File: src/design/hslp_pkg.sv
`timescale 1ns / 1ps
// ----------------------------------------------------------------------------
// HTTP status line parser package
// Shared types and constants for the status line parser and its top level.
// ----------------------------------------------------------------------------
package hslp_pkg;

    // Parse states, one-hot.
    typedef enum logic [10:0] {
        ST_H1     = 11'b000_0000_0001,
        ST_T1     = 11'b000_0000_0010,
        ST_T2     = 11'b000_0000_0100,
        ST_P      = 11'b000_0000_1000,
        ST_SLASH  = 11'b000_0001_0000,
        ST_MAJOR  = 11'b000_0010_0000,
        ST_MINOR  = 11'b000_0100_0000,
        ST_SKIP   = 11'b000_1000_0000,
        ST_STATUS = 11'b001_0000_0000,
        ST_EOL    = 11'b010_0000_0000,
        ST_ERROR  = 11'b100_0000_0000
    } parse_state_t;

    typedef enum logic [1:0] {
        OUT_OK    = 2'd0,
        OUT_BAD   = 2'd1,
        OUT_ABORT = 2'd2
    } outcome_t;

    typedef struct packed {
        outcome_t    outcome;
        logic [15:0] version_word;
        logic [15:0] status_code;
    } hslp_result_t;

    localparam logic [7:0]  CH_H_UP   = 8'h48;
    localparam logic [7:0]  CH_H_LO   = 8'h68;
    localparam logic [7:0]  CH_T_UP   = 8'h54;
    localparam logic [7:0]  CH_T_LO   = 8'h74;
    localparam logic [7:0]  CH_P_UP   = 8'h50;
    localparam logic [7:0]  CH_P_LO   = 8'h70;
    localparam logic [7:0]  CH_SLASH  = 8'h2F;
    localparam logic [7:0]  CH_DOT    = 8'h2E;
    localparam logic [7:0]  CH_LF     = 8'h0A;
    localparam logic [7:0]  CH_SPACE  = 8'h20;
    localparam logic [7:0]  CH_TAB    = 8'h09;
    localparam logic [7:0]  CH_ZERO   = 8'h30;
    localparam logic [7:0]  CH_NINE   = 8'h39;

    localparam logic [15:0] VERSION_RESET = 16'h0009;
    localparam logic [15:0] LIMIT_RESET   = 16'd8192;
    localparam logic [15:0] COUNT_MAX     = 16'hFFFF;

endpackage

File: src/design/hslp_parser.sv
`timescale 1ns / 1ps
// ----------------------------------------------------------------------------
// HTTP status line parser core
// Holds the parse state and accumulators and works through one byte per
// accepted item, giving at most one result in the same cycle.
// ----------------------------------------------------------------------------
module hslp_parser (
    input  logic                  clk,
    input  logic                  rst_n,
    input  logic                  step,
    input  logic [7:0]            line_byte,
    input  logic                  link_closed,
    input  logic [15:0]           line_limit,
    output logic                  res_valid,
    output hslp_pkg::hslp_result_t res
);
    import hslp_pkg::*;

    parse_state_t state_reg, state_next;
    logic [15:0]  count_reg, count_next;
    logic [7:0]   major_reg, major_next;
    logic [7:0]   minor_reg, minor_next;
    logic [15:0]  version_reg, version_next;
    logic [15:0]  status_reg, status_next;

    logic         is_digit;
    logic         is_blank;
    logic [3:0]   digit;
    logic [11:0]  major_sum;
    logic [11:0]  minor_sum;
    logic [19:0]  status_sum;
    logic [7:0]   major_sat;
    logic [7:0]   minor_sat;
    logic [15:0]  status_sat;
    logic [15:0]  limit_eff;
    logic         restart;

    assign is_digit = (line_byte >= CH_ZERO) && (line_byte <= CH_NINE);
    assign is_blank = (line_byte == CH_SPACE) || (line_byte == CH_TAB);
    assign digit    = line_byte[3:0];

    // Times ten as two shifts and an add.
    assign major_sum  = {1'b0, major_reg, 3'b000} + {3'b000, major_reg, 1'b0}
                        + {8'd0, digit};
    assign minor_sum  = {1'b0, minor_reg, 3'b000} + {3'b000, minor_reg, 1'b0}
                        + {8'd0, digit};
    assign status_sum = {1'b0, status_reg, 3'b000} + {3'b000, status_reg, 1'b0}
                        + {16'd0, digit};
    assign major_sat  = (major_sum > 12'd255) ? 8'hFF : major_sum[7:0];
    assign minor_sat  = (minor_sum > 12'd255) ? 8'hFF : minor_sum[7:0];
    assign status_sat = (status_sum > 20'd65535) ? 16'hFFFF : status_sum[15:0];

    // A limit of zero behaves as one.
    assign limit_eff = (line_limit == 16'd0) ? 16'd1 : line_limit;

    always_comb
    begin
        state_next   = state_reg;
        count_next   = count_reg;
        major_next   = major_reg;
        minor_next   = minor_reg;
        version_next = version_reg;
        status_next  = status_reg;
        res_valid    = 1'b0;
        res.outcome  = OUT_OK;

        if (step)
        begin
            if (link_closed)
            begin
                res_valid   = 1'b1;
                res.outcome = OUT_ABORT;
            end
            else
            begin
                if (count_reg != COUNT_MAX)
                begin
                    count_next = count_reg + 16'd1;
                end

                unique case (state_reg)
                    ST_H1:
                    begin
                        state_next = (line_byte == CH_H_UP || line_byte == CH_H_LO)
                                     ? ST_T1 : ST_ERROR;
                    end
                    ST_T1:
                    begin
                        state_next = (line_byte == CH_T_UP || line_byte == CH_T_LO)
                                     ? ST_T2 : ST_ERROR;
                    end
                    ST_T2:
                    begin
                        state_next = (line_byte == CH_T_UP || line_byte == CH_T_LO)
                                     ? ST_P : ST_ERROR;
                    end
                    ST_P:
                    begin
                        state_next = (line_byte == CH_P_UP || line_byte == CH_P_LO)
                                     ? ST_SLASH : ST_ERROR;
                    end
                    ST_SLASH:
                    begin
                        state_next = (line_byte == CH_SLASH) ? ST_MAJOR : ST_ERROR;
                    end
                    ST_MAJOR:
                    begin
                        if (is_digit)
                        begin
                            major_next = major_sat;
                        end
                        else if (line_byte == CH_DOT)
                        begin
                            state_next = ST_MINOR;
                        end
                        else
                        begin
                            state_next = ST_ERROR;
                        end
                    end
                    ST_MINOR:
                    begin
                        if (is_digit)
                        begin
                            minor_next   = minor_sat;
                            version_next = {major_reg, minor_sat};
                        end
                        else if (is_blank)
                        begin
                            state_next = ST_SKIP;
                        end
                        else
                        begin
                            state_next = ST_ERROR;
                        end
                    end
                    ST_SKIP:
                    begin
                        // A digit here is taken as the first status byte; another non-blank byte is an error.
                        if (is_digit)
                        begin
                            state_next  = ST_STATUS;
                            status_next = status_sat;
                        end
                        else if (!is_blank)
                        begin
                            state_next = ST_ERROR;
                        end
                    end
                    ST_STATUS:
                    begin
                        if (is_digit)
                        begin
                            status_next = status_sat;
                        end
                        else if (is_blank)
                        begin
                            state_next = ST_EOL;
                        end
                        else
                        begin
                            state_next = ST_ERROR;
                        end
                    end
                    ST_EOL:
                    begin
                        if (line_byte == CH_LF)
                        begin
                            res_valid   = 1'b1;
                            res.outcome = OUT_OK;
                        end
                    end
                    default:
                    begin
                        // Error recovery, also entered from any stray state code.
                        state_next = ST_ERROR;
                        if (line_byte == CH_LF)
                        begin
                            res_valid   = 1'b1;
                            res.outcome = OUT_BAD;
                        end
                    end
                endcase

                if (!res_valid && (count_next >= limit_eff))
                begin
                    res_valid   = 1'b1;
                    res.outcome = OUT_BAD;
                end
            end
        end

        res.version_word = version_next;
        res.status_code  = status_next;
    end

    assign restart = res_valid;

    always_ff @(posedge clk or negedge rst_n)
    begin
        if (!rst_n)
        begin
            state_reg   <= ST_H1;
            count_reg   <= 16'd0;
            major_reg   <= 8'd0;
            minor_reg   <= 8'd0;
            version_reg <= VERSION_RESET;
            status_reg  <= 16'd0;
        end
        else if (restart)
        begin
            state_reg   <= ST_H1;
            count_reg   <= 16'd0;
            major_reg   <= 8'd0;
            minor_reg   <= 8'd0;
            version_reg <= VERSION_RESET;
            status_reg  <= 16'd0;
        end
        else
        begin
            state_reg   <= state_next;
            count_reg   <= count_next;
            major_reg   <= major_next;
            minor_reg   <= minor_next;
            version_reg <= version_next;
            status_reg  <= status_next;
        end
    end

endmodule

File: src/design/http_status_line_parser_top.sv
`timescale 1ns / 1ps
// ----------------------------------------------------------------------------
// HTTP status line parser, top level
// Line limit register, parser core and a two-entry result buffer.
// ----------------------------------------------------------------------------
// The block takes one byte item per clock cycle while in_ready is high. A
// result (line accepted, bad request or aborted by link) is registered into
// the output register, or into the skid entry while the output register is
// held. Results go through a two-entry buffer, so bytes keep flowing while
// one result waits to be taken; in_ready drops only when both entries are
// full. The line limit is written through cfg_wr_en/cfg_wr_data and should
// be changed only while the block is idle.
module http_status_line_parser_top (
    input  logic        clk,
    input  logic        rst_n,
    input  logic        cfg_wr_en,
    input  logic [15:0] cfg_wr_data,
    input  logic        in_valid,
    output logic        in_ready,
    input  logic [7:0]  line_byte,
    input  logic        link_closed,
    output logic        out_valid,
    input  logic        out_ready,
    output logic [1:0]  outcome,
    output logic [15:0] version_word,
    output logic [15:0] status_code
);
    import hslp_pkg::*;

    logic [15:0]  limit_reg;
    logic         accept;
    logic         res_valid;
    hslp_result_t res;
    logic         out_valid_reg;
    hslp_result_t out_reg;
    logic         skid_valid_reg;
    hslp_result_t skid_reg;
    logic         pop;

    assign in_ready = !skid_valid_reg;
    assign accept   = in_valid && in_ready;
    assign pop      = out_valid_reg && out_ready;

    always_ff @(posedge clk or negedge rst_n)
    begin
        if (!rst_n)
        begin
            limit_reg <= LIMIT_RESET;
        end
        else if (cfg_wr_en)
        begin
            limit_reg <= cfg_wr_data;
        end
    end

    hslp_parser u_parser (
        .clk         (clk),
        .rst_n       (rst_n),
        .step        (accept),
        .line_byte   (line_byte),
        .link_closed (link_closed),
        .line_limit  (limit_reg),
        .res_valid   (res_valid),
        .res         (res)
    );

    // Output register with a skid entry behind it.
    always_ff @(posedge clk or negedge rst_n)
    begin
        if (!rst_n)
        begin
            out_valid_reg  <= 1'b0;
            skid_valid_reg <= 1'b0;
        end
        else
        begin
            if (!out_valid_reg || pop)
            begin
                if (skid_valid_reg)
                begin
                    out_valid_reg  <= 1'b1;
                    skid_valid_reg <= 1'b0;
                end
                else
                begin
                    out_valid_reg <= res_valid;
                end
            end
            else if (res_valid)
            begin
                skid_valid_reg <= 1'b1;
            end
        end
    end

    always_ff @(posedge clk)
    begin
        if (!out_valid_reg || pop)
        begin
            out_reg <= skid_valid_reg ? skid_reg : res;
        end
        if (res_valid && out_valid_reg && !pop)
        begin
            skid_reg <= res;
        end
    end

    assign out_valid    = out_valid_reg;
    assign outcome      = out_reg.outcome;
    assign version_word = out_reg.version_word;
    assign status_code  = out_reg.status_code;

endmodule
File: config.mk
export PLATFORM = sky130hd
export DESIGN_NAME = http_status_line_parser_top
export DESIGN_NICKNAME = d
export VERILOG_FILES = /design/src/design/hslp_pkg.sv /design/src/design/hslp_parser.sv /design/src/design/http_status_line_parser_top.sv
export SDC_FILE = /design/constraint.sdc
export NUM_CORES = 1
export LEC_CHECK = 0
export BUFFER_PORTS_ARGS = -buffer_cell sky130_fd_sc_hd__buf_4
export CAP_MARGIN = 30
export CORE_MARGIN = 3
export CORE_UTILIZATION = 55
export DETAILED_ROUTE_END_ITERATION = 10
export PLACE_DENSITY = 0.79
export SLEW_MARGIN = 40
export SYNTH_ARGS = -nofsm -noshare
export SYNTH_HDL_FRONTEND = slang
export SYNTH_SLANG_ARGS = --single-unit
File: constraint.sdc
create_clock -name clk -period 5.4 [get_ports clk]
set_input_delay 0.54 -clock clk [delete_from_list [all_inputs] [get_ports clk]]
set_output_delay 0.54 -clock clk [all_outputs]
set_load 0.05 [all_outputs]
==> impl_metrics.prom, run 1 <==
# TYPE chip_impl_metric gauge
chip_impl_metric{name="syn-instance-count",unit=""} 942
chip_impl_metric{name="synth_edf_count",unit=""} 68
chip_impl_metric{name="numClockSinks",unit=""} 161
chip_impl_metric{name="reg2reg_slack",unit="ns"} 0.64
chip_impl_info{name="rsz0062_at_grt",value="no"} 1
chip_impl_metric{name="finish.net_count",unit=""} 1113
chip_impl_info{name="crit_path_end",value="skid_reg[12]"} 1
chip_impl_info{name="worst-setup-path-type",value="reg -> reg"} 1
chip_impl_metric{name="post_cts_hold_buffer_count",unit=""} 0
chip_impl_metric{name="ys_seq_elements",unit=""} 161
chip_impl_metric{name="setup_tns",unit="ns"} 0
chip_impl_metric{name="fp.dieArea",unit="sq um"} 19200
chip_impl_metric{name="required",unit="ns"} 5.53
chip_impl_metric{name="largest_net_degree_at_the_start_of_global_routing",unit=""} 54
chip_impl_metric{name="gp_congestion",unit=""} 0.893
chip_impl_metric{name="fmaxAchievable",unit="GHz"} 0.210
chip_impl_info{name="worstHoldPathType",value="in -> async"} 1
chip_impl_metric{name="grt-ovfl-total",unit=""} 0
chip_impl_metric{name="core_area",unit="sq um"} 16900
chip_impl_metric{name="data_arrival_time_of_the_critical_path",unit="ns"} 4.89
chip_impl_metric{name="drive_gt1_share",unit="%"} 16.1
chip_impl_info{name="status",value="finished, final reports clean"} 1
chip_impl_metric{name="critical_path_depth",unit=""} 16
chip_impl_metric{name="count_of_maximum_capacitance_violations",unit=""} 0
chip_impl_metric{name="grt_antenna_before_repair",unit=""} 0
chip_impl_metric{name="period_needed",unit="ns"} 4.76
chip_impl_metric{name="num_vias",unit=""} 7559
chip_impl_info{name="start_kind",value="flop"} 1
chip_impl_metric{name="final_antenna_net_count",unit=""} 0
chip_impl_metric{name="timing.reg2reg.worst_path_depth",unit=""} 16
chip_impl_metric{name="tritoncts.num_buffers",unit=""} 17
chip_impl_metric{name="ys_types",unit=""} 70
chip_impl_metric{name="chipWidth",unit="um"} 138
chip_impl_info{name="worstReg2RegEnd",value="skid_reg[12]"} 1
chip_impl_metric{name="syn_avg_cell_area",unit="sq um"} 10.2
chip_impl_metric{name="crit_path_max_fanout",unit=""} 24
chip_impl_metric{name="input_output_buffers",unit=""} 65
chip_impl_metric{name="drt_iter0_drc",unit=""} 611
chip_impl_info{name="clock-root-buffer",value="sky130_fd_sc_hd__clkbuf_16"} 1
chip_impl_metric{name="layout_worst_path_cycle_share",unit="%"} 88.2
chip_impl_metric{name="floorplan.initialDensity",unit="%"} 57.1
chip_impl_metric{name="nFillCells",unit=""} 1326
chip_impl_metric{name="multiInputGateArea",unit="sq um"} 4950
chip_impl_metric{name="drcViolationCount",unit=""} 0
chip_impl_metric{name="slew_headroom",unit="%"} 49.3
chip_impl_metric{name="synth_sequential_area_ratio",unit="%"} 45.4
chip_impl_metric{name="grt_pass1_vias",unit=""} 7455
chip_impl_info{name="synthFlopType",value="sky130_fd_sc_hd__dfrtp_1"} 1
chip_impl_metric{name="std_cell_rows",unit=""} 47
chip_impl_info{name="crit_slowest_cell",value="sky130_fd_sc_hd__nor4_1"} 1
chip_impl_metric{name="power.density",unit="nW/um^2"} 265
chip_impl_metric{name="h-tree-depth",unit=""} 4
chip_impl_metric{name="post_cts.repair.setup_buffers",unit=""} 0
chip_impl_info{name="cpLargestDelayFamily",value="simple AND/OR/NAND/NOR gates"} 1
chip_impl_metric{name="async_reset_ff_share",unit="%"} 57.8
chip_impl_metric{name="io_pins",unit=""} 66
chip_impl_metric{name="avgViaCountPerCell",unit=""} 6.14
chip_impl_metric{name="cts_repair_resize_count",unit=""} 0
chip_impl_info{name="clock_tree_from_tritoncts",value="done"} 1
chip_impl_metric{name="final-instance-count-excl-fill",unit=""} 1232
chip_impl_info{name="cp_common_cell",value="sky130_fd_sc_hd__nand2_1"} 1
chip_impl_metric{name="dp_hpwl",unit="mm"} 15.5
chip_impl_metric{name="crit_path_buffers_inverters",unit=""} 1
chip_impl_metric{name="p_leak",unit="nW"} 5.00
chip_impl_metric{name="fin_worst_skew",unit="ns"} 0.0142
chip_impl_metric{name="layout.area.seq",unit="sq um"} 4370
chip_impl_metric{name="drt-total-wl",unit="mm"} 22.3
chip_impl_metric{name="postSynthNetCount",unit=""} 1056
chip_impl_info{name="critical_path.endpoint_type",value="flop"} 1
chip_impl_metric{name="cts_max_path_buffers",unit=""} 2
chip_impl_info{name="startpoint_of_the_most_critical_register_to_register_path",value="u_parser.count_reg[0]"} 1
chip_impl_metric{name="worst_skew_pair.late_latency",unit="ns"} 0.43
chip_impl_metric{name="grt_usage",unit="%"} 23.5
chip_impl_metric{name="syn_to_final_growth",unit="%"} 13.9
chip_impl_metric{name="post_synth_design_cell_area",unit="sq um"} 9640
chip_impl_metric{name="cts.reportedPaths.clkPinSlew",unit="ns"} 0.07
chip_impl_metric{name="cpPeakStageDelay",unit="ns"} 0.60
chip_impl_metric{name="placedCellCount",unit=""} 1200
chip_impl_metric{name="largest_register_ffs",unit=""} 34
chip_impl_metric{name="synth.yosys.warnings",unit=""} 0
chip_impl_metric{name="worstMarginPinSlew",unit="ns"} 0.760
chip_impl_metric{name="hold_viol_final",unit=""} 0
chip_impl_metric{name="report.final.slew_viol_count",unit=""} 0
chip_impl_metric{name="first_pass_grt_wire_length",unit="mm"} 37.1
chip_impl_metric{name="1st_pass_router_iterations",unit=""} 5
chip_impl_metric{name="chipHeight",unit="um"} 138
chip_impl_metric{name="wire_length_per_cell_after_detailed_routing",unit="um"} 18.1
chip_impl_metric{name="setup_violations",unit=""} 0
chip_impl_info{name="startpoint",value="u_parser.count_reg[0]"} 1
chip_impl_info{name="cp_cell_sequence",value="ha_1 > nand2_1 > nor4_1 > nand2_1 > nand2_1 > nor2_1 > xor2_1 > ha_1 > and4_1 > o2111ai_1 > o31a_1 > a31oi_1 > or3_1 > nand2_1 > nor2_4 > buf_12"} 1
chip_impl_metric{name="vdd.ir_drop.worst",unit="V"} 0.000232
chip_impl_metric{name="antenna-diode-count",unit=""} 0
==> cells in the mapped netlist, drive strengths merged, types with 3 or more instances <==
cell type / count / share of area (%)
nand3: 19 / 0.99
and2: 4 / 0.26
or2: 3 / 0.19
o31a: 3 / 0.27
o22ai: 7 / 0.45
or3: 3 / 0.19
a211oi: 11 / 0.86
nor3: 57 / 3.6
nor3b: 9 / 0.70
a21oi: 26 / 1.3
o211ai: 9 / 0.75
xor2: 16 / 1.5
clkbuf: 26 / 1.0
xnor2: 19 / 1.7
buf: 16 / 0.95
nand2b: 9 / 0.58
o21ai: 48 / 2.5
and3: 9 / 0.58
mux2i: 3 / 0.31
nor4b: 9 / 0.82
a22o: 14 / 1.3
o2bb2ai: 19 / 1.7
edfxtp: 68 / 21
a31oi: 3 / 0.19
nand4: 16 / 1.0
mux2: 20 / 2.3
and4: 5 / 0.45
o21a: 7 / 0.54
nand4b: 3 / 0.27
nor2: 97 / 3.8
o31ai: 19 / 1.5
ha: 78 / 10
fa: 6 / 1.2
or4: 3 / 0.23
inv: 38 / 1.5
dfstp: 4 / 1.1
a32o: 4 / 0.42
nand2: 78 / 3.0
a21o: 16 / 1.2
nor2b: 15 / 0.97
nor4: 11 / 1.1
dfrtp: 89 / 23
==> worst min path at each step <==
stage / start / to / cells after the start
finish: rst_n / limit_reg[12] / 1
global route: rst_n / u_parser.major_reg[1] / 1
CTS: rst_n / u_parser.version_reg[11] / 1
detailed placement: rst_n / limit_reg[12] / 1
global placement: rst_n / limit_reg[15] / 1
floorplan: rst_n / limit_reg[0] / 0
==> layout by cell type, fill, tap and decap left out, drive strengths merged, types with 20 or more instances in the layout <==
cell type	netlist	layout
nor2	97	97
dfrtp	89	89
buf	16	80
nand2	78	78
ha	78	78
edfxtp	68	68
nor3	57	57
o21ai	48	48
inv	38	47
a21oi	26	26
mux2	20	20
==> where the power goes <==
| group | internal [W] | total [W] | switching (W) |
|---|---|---|---|
| registers | 0.00133 | 0.00135 | 0.0000237 |
| clock network | 0.000669 | 0.00124 | 0.000567 |
| logic | 0.000102 | 0.000331 | 0.000229 |
| total | 0.00210 | 0.00292 | 0.000819 |
==> routing by layer <==
layer | part of all wire, % | routed length (um) | vias up | global-route usage (%)
li1 | - | - | 3603 | -
met1 | 45 | 10000 | 3669 | 31.9
met2 | 47 | 10500 | 239 | 37.2
met3 | 5.3 | 1190 | 48 | 5.42
met4 | 2.6 | 580 | 0 | 8.42
met5 | 0 | 0 | - | 0
==> worst register-to-register path: cells and delay by family, from the launching register on <==
family	cells	cell delay, ns
adder cells (fa/ha/maj)	2	0.52
XOR/XNOR	1	0.15
flip-flops	1	0.43
AND/OR/NAND/NOR	9	2.27
AO/OA/AOI/OAI	3	0.84
buffers and inverters	1	0.24
==> kinds of logic after synthesis <==
logic type	share of synthesized area [%]
buffers and inverters	3.44
and+or+nand+nor	19.0
xor gates and xnor gates	3.18
AOI/OAI and AO/OA	15.0
muxes	2.65
adders and majority gates	11.4
DFF	45.4
==> through the flow <==
stage | instance area (sq um) | power [W] | utilization, % | setup slack (ns) | hold WS, ns
final | 11000 | 0.00292 | 65.1 | 0.640 | 0.0354
after global routing | 11000 | 0.00301 | 65.1 | 0.330 | 0.0497
after CTS | 11000 | 0.00294 | 65.1 | 0.692 | 0.0366
after detailed placement | 10400 | 0.00170 | 61.5 | 0.738 | 0.493
after global placement | 10400 | 0.00170 | 61.3 | 0.881 | 0.496
after floorplan | 9640 | 0.00158 | - | 0.105 | 0.244
==> final cells by class <==
cell class	instances	share of cell area, %
well taps	220	2.51
flip-flops and latches	161	39.8
clock buffers	17	3.87
clock inverters	15	1.72
multi-input cells	701	45.1
inverters	38	1.30
repair buffers	80	5.69
Power figures use the tool's default switching activity.
==> run 2, diff against run 1 <==
--- a/config.mk
+++ b/config.mk
@@ -5,12 +5,13 @@
 export SDC_FILE = /design/constraint.sdc
 export NUM_CORES = 1
 export LEC_CHECK = 0
+export ABC_AREA = 1
 export BUFFER_PORTS_ARGS = -buffer_cell sky130_fd_sc_hd__buf_4
 export CAP_MARGIN = 30
 export CORE_MARGIN = 3
-export CORE_UTILIZATION = 55
+export CORE_UTILIZATION = 56
 export DETAILED_ROUTE_END_ITERATION = 10
-export PLACE_DENSITY = 0.79
+export PLACE_DENSITY = 0.8
 export SLEW_MARGIN = 40
 export SYNTH_ARGS = -nofsm -noshare
 export SYNTH_HDL_FRONTEND = slang
==> impl_metrics.prom, run 2 <==
# TYPE chip_impl_metric gauge
chip_impl_metric{name="h-tree-depth",unit=""} 4
chip_impl_metric{name="fmaxAchievable",unit="GHz"} 0.242
chip_impl_metric{name="setup_violations",unit=""} 0
chip_impl_metric{name="drive_gt1_share",unit="%"} 12.0
chip_impl_metric{name="floorplan.initialDensity",unit="%"} 58.2
chip_impl_metric{name="drcViolationCount",unit=""} 0
chip_impl_info{name="clock-root-buffer",value="sky130_fd_sc_hd__clkbuf_16"} 1
chip_impl_metric{name="syn_avg_cell_area",unit="sq um"} 7.79
chip_impl_metric{name="internal-power",unit="W"} 0.00213
chip_impl_metric{name="multiInputGateArea",unit="sq um"} 5050
chip_impl_metric{name="chipHeight",unit="um"} 141
chip_impl_metric{name="whs",unit="ns"} 0.0624
chip_impl_metric{name="synth_sequential_area_ratio",unit="%"} 42.7
chip_impl_info{name="synth.top_cells.by_count",value="379 x sky130_fd_sc_hd__nand2_1, 179 x sky130_fd_sc_hd__inv_1, 131 x sky130_fd_sc_hd__nor2_1, 109 x sky130_fd_sc_hd__nand3_1, 89 x sky130_fd_sc_hd__dfrtp_1"} 1
chip_impl_metric{name="synthSimpleGateAreaFrac",unit="%"} 31.2
chip_impl_metric{name="synth_edf_count",unit=""} 68
chip_impl_info{name="synth_area_leader_cell",value="sky130_fd_sc_hd__dfrtp_1"} 1
chip_impl_info{name="rsz0062_at_grt",value="no"} 1
chip_impl_info{name="crit_slowest_cell",value="sky130_fd_sc_hd__nor2_4"} 1
chip_impl_metric{name="clock_power_share",unit="%"} 40.8
chip_impl_metric{name="hold_viol_final",unit=""} 0
chip_impl_metric{name="report.final.slew_viol_count",unit=""} 0
chip_impl_info{name="largest_family_of_logic_cells_by_synthesized_area",value="simple AND/OR/NAND/NOR gates"} 1
chip_impl_metric{name="antenna-diode-count",unit=""} 0
chip_impl_metric{name="synth_top_cell_area_share",unit="%"} 21.8
chip_impl_metric{name="input_output_buffers",unit=""} 65
chip_impl_metric{name="nFillCells",unit=""} 1481
chip_impl_metric{name="finish.net_count",unit=""} 1488
chip_impl_metric{name="largest_net_degree_at_the_start_of_global_routing",unit=""} 59
chip_impl_metric{name="postPlaceCellArea",unit="sq um"} 10900
chip_impl_metric{name="chipWidth",unit="um"} 141
chip_impl_metric{name="data_arrival_time_of_the_critical_path",unit="ns"} 4.26
chip_impl_metric{name="synthAdderAreaFrac",unit="%"} 10.7
chip_impl_metric{name="final_cell_area",unit="sq um"} 11500
chip_impl_metric{name="ys_types",unit=""} 40
chip_impl_metric{name="drt-total-wl",unit="mm"} 23.5
chip_impl_metric{name="layout.area.seq",unit="sq um"} 4370
chip_impl_metric{name="grt_pass1_vias",unit=""} 8240
chip_impl_info{name="cp_cell_sequence",value="ha_1 > nand3_1 > nor3_1 > nand3_1 > nor2_1 > nand2_1 > nand2_1 > xor2_1 > inv_1 > ha_1 > nand2_1 > nor4_1 > a21oi_1 > nand3_1 > nand2_2 > nor2_4 > buf_8"} 1
chip_impl_metric{name="grt_antenna_before_repair",unit=""} 0
chip_impl_metric{name="first_pass_grt_wire_length",unit="mm"} 39.4
chip_impl_metric{name="sequentialPowerShare",unit="%"} 46.3
chip_impl_metric{name="cpPeakStageDelay",unit="ns"} 0.46
chip_impl_info{name="clock_tree_from_tritoncts",value="done"} 1
chip_impl_metric{name="required",unit="ns"} 5.52
chip_impl_metric{name="p_leak",unit="nW"} 6.37
chip_impl_metric{name="num_vias",unit=""} 8777
chip_impl_metric{name="syn-instance-count",unit=""} 1314
chip_impl_metric{name="worst_skew_pair.late_latency",unit="ns"} 0.43
chip_impl_metric{name="std_cell_rows",unit=""} 48
chip_impl_metric{name="core_area",unit="sq um"} 17600
chip_impl_metric{name="1st_pass_router_iterations",unit=""} 7
chip_impl_info{name="critical_path.endpoint_type",value="flop"} 1
chip_impl_metric{name="setup_tns",unit="ns"} 0
chip_impl_info{name="synthFlopType",value="sky130_fd_sc_hd__dfrtp_1"} 1
chip_impl_metric{name="fin_worst_skew",unit="ns"} 0.0119
chip_impl_info{name="worst-setup-path-type",value="reg -> reg"} 1
chip_impl_metric{name="gp_congestion",unit=""} 0.919
chip_impl_metric{name="numClockSinks",unit=""} 161
chip_impl_metric{name="post_cts_hold_buffer_count",unit=""} 0
chip_impl_metric{name="dp_hpwl",unit="mm"} 17.3
chip_impl_info{name="post_synth_main_area_contributors",value="sky130_fd_sc_hd__dfrtp_1 22%, sky130_fd_sc_hd__edfxtp_1 20%, sky130_fd_sc_hd__nand2_1 14%, sky130_fd_sc_hd__ha_1 9.5%, sky130_fd_sc_hd__inv_1 6.6%"} 1
chip_impl_metric{name="syn_to_final_growth",unit="%"} 12.6
chip_impl_metric{name="post_synth_design_cell_area",unit="sq um"} 10200
chip_impl_metric{name="period_needed",unit="ns"} 4.14
chip_impl_metric{name="power.density",unit="nW/um^2"} 255
chip_impl_metric{name="reg2reg_slack",unit="ns"} 1.26
chip_impl_info{name="layout_commonest_cell",value="sky130_fd_sc_hd__nand2_1"} 1
chip_impl_metric{name="ys_seq_elements",unit=""} 161
chip_impl_info{name="yosysMostFrequentCell",value="sky130_fd_sc_hd__nand2_1"} 1
chip_impl_metric{name="slew_headroom",unit="%"} 49.2
chip_impl_metric{name="synth.yosys.warnings",unit=""} 0
chip_impl_metric{name="fp.dieArea",unit="sq um"} 19900
chip_impl_metric{name="vdd.ir_drop.worst",unit="V"} 0.000234
chip_impl_metric{name="post_cts.repair.setup_buffers",unit=""} 0
chip_impl_metric{name="grt_usage",unit="%"} 24.2
chip_impl_metric{name="timing.reg2reg.worst_path_depth",unit=""} 17
chip_impl_metric{name="grt-ovfl-total",unit=""} 0
chip_impl_metric{name="crit_path_buffers_inverters",unit=""} 2
chip_impl_info{name="startpoint_of_the_most_critical_register_to_register_path",value="u_parser.count_reg[0]"} 1
chip_impl_metric{name="layout_worst_path_cycle_share",unit="%"} 76.7
chip_impl_metric{name="count_of_maximum_capacitance_violations",unit=""} 0
chip_impl_metric{name="cts_max_path_buffers",unit=""} 2
chip_impl_metric{name="cts.reportedPaths.clkPinSlew",unit="ns"} 0.07
chip_impl_metric{name="pwr-share-comb",unit="%"} 12.9
chip_impl_metric{name="post_synth_xor_area_fraction",unit="%"} 1.80
chip_impl_metric{name="final_antenna_net_count",unit=""} 0
chip_impl_metric{name="synth.area.mux_share",unit="%"} 0
chip_impl_info{name="start_kind",value="flop"} 1
chip_impl_metric{name="cts_repair_resize_count",unit=""} 0
chip_impl_metric{name="worstMarginPinSlew",unit="ns"} 0.759
chip_impl_metric{name="tritoncts.num_buffers",unit=""} 17
chip_impl_info{name="layout_common_cells",value="378 x sky130_fd_sc_hd__nand2_1, 179 x sky130_fd_sc_hd__inv_1, 127 x sky130_fd_sc_hd__nor2_1"} 1
chip_impl_metric{name="async_reset_ff_share",unit="%"} 57.8
chip_impl_metric{name="io_pins",unit=""} 66
chip_impl_metric{name="drt_iter0_drc",unit=""} 618
chip_impl_metric{name="crit_path_max_fanout",unit=""} 19
chip_impl_metric{name="switchingPower",unit="W"} 0.000812
chip_impl_info{name="worstHoldPathType",value="in -> async"} 1
chip_impl_metric{name="wire_length_per_cell_after_detailed_routing",unit="um"} 14.6
chip_impl_metric{name="synth_compound_area_share",unit="%"} 5.43
chip_impl_metric{name="largest_register_ffs",unit=""} 34
chip_impl_metric{name="switching_share",unit="%"} 27.6
chip_impl_info{name="worstReg2RegEnd",value="skid_reg[25]"} 1
chip_impl_info{name="cpLargestDelayFamily",value="simple AND/OR/NAND/NOR gates"} 1
chip_impl_info{name="status",value="finished, final reports clean"} 1
chip_impl_metric{name="postSynthNetCount",unit=""} 1428
chip_impl_metric{name="avgViaCountPerCell",unit=""} 5.44
## run 2: cell types whose count changed in the layout (fill, tap and decap cells not counted), moves of 16 or more
cell	change
sky130_fd_sc_hd__nand2_1	+300
sky130_fd_sc_hd__o2bb2ai_1	-19
sky130_fd_sc_hd__nor2_1	+32
sky130_fd_sc_hd__o21ai_1	+16
sky130_fd_sc_hd__nand3_1	+90
sky130_fd_sc_hd__mux2_2	-20
sky130_fd_sc_hd__inv_1	+142
sky130_fd_sc_hd__or2_2	+30
sky130_fd_sc_hd__nor3_1	-30
sky130_fd_sc_hd__nand4_1	+26
sky130_fd_sc_hd__o31ai_1	-19
## run 2: how the worst max path moves through the flow
stage                     slack [ns]             startpoint  cells after the start               endpoint
final                           1.26  u_parser.count_reg[0]                     17           skid_reg[25]
after global routing            0.75  u_parser.count_reg[0]                     21  u_parser.count_reg[0]
after CTS                       1.28  u_parser.count_reg[0]                     18           skid_reg[25]
after detailed placement        1.33  u_parser.count_reg[0]                     18           skid_reg[26]
after global placement          1.29  u_parser.count_reg[0]                     17           skid_reg[30]
after floorplan                 0.91  u_parser.count_reg[0]                     16            skid_reg[0]
## run 2: area by class of cell
cell class / instances / area share, %
Timing Repair Buffer: 70 / 4.66
Sequential cell: 161 / 38.0
Clock inverter: 15 / 1.40
Multi-Input combinational cell: 939 / 43.8
Clock buffer: 17 / 3.69
Tap cell: 225 / 2.44
Inverter: 185 / 6.03
## run 2: kinds of logic after synthesis
family | Yosys count
simple gates | 730
buf+inv | 214
flops | 161
compound gates | 104
fa+ha+maj | 84
xor+xnor | 21
## run 2: per-stage QoR
step / utilization [%] / total power, W / std cells / setup slack [ns]
after floorplan: - / 0.00164 / 1314 / 0.909
after global placement: 62.0 / 0.00176 / 1579 / 1.29
after detailed placement: 62.1 / 0.00177 / 1580 / 1.33
after CTS: 65.5 / 0.00295 / 1612 / 1.28
after global routing: 65.5 / 0.00305 / 1612 / 0.752
final: 65.5 / 0.00294 / 1612 / 1.26
## run 2: routing by layer
layer | track usage (%) | vias to the layer above | part of all wire, %
met5 | 0 | - | 0
met4 | 5.30 | 0 | 1.6
met3 | 4.72 | 39 | 6.5
met2 | 39.7 | 324 | 48
met1 | 33.5 | 4040 | 44
li1 | - | 4374 | -
## run 2: worst reg2reg max path: cells and delay by family (launching register included)
| family | cells | cell delay [ns] |
|---|---|---|
| buf+inv | 2 | 0.33 |
| simple gates | 11 | 2.20 |
| flops | 1 | 0.43 |
| fa+ha+maj | 2 | 0.54 |
| compound gates | 1 | 0.13 |
| xor+xnor | 1 | 0.21 |
## run 2: power groups by stage
stage	Clock (W)	Combinational, W	Sequential, W
6_report	0.00120	0.000379	0.00136
5_1_grt	0.00126	0.000416	0.00137
4_1_cts	0.00121	0.000382	0.00136
3_5_place_dp	0	0.000381	0.00139
3_3_place_gp	0	0.000373	0.00138
2_1_floorplan	0	0.000142	0.00149
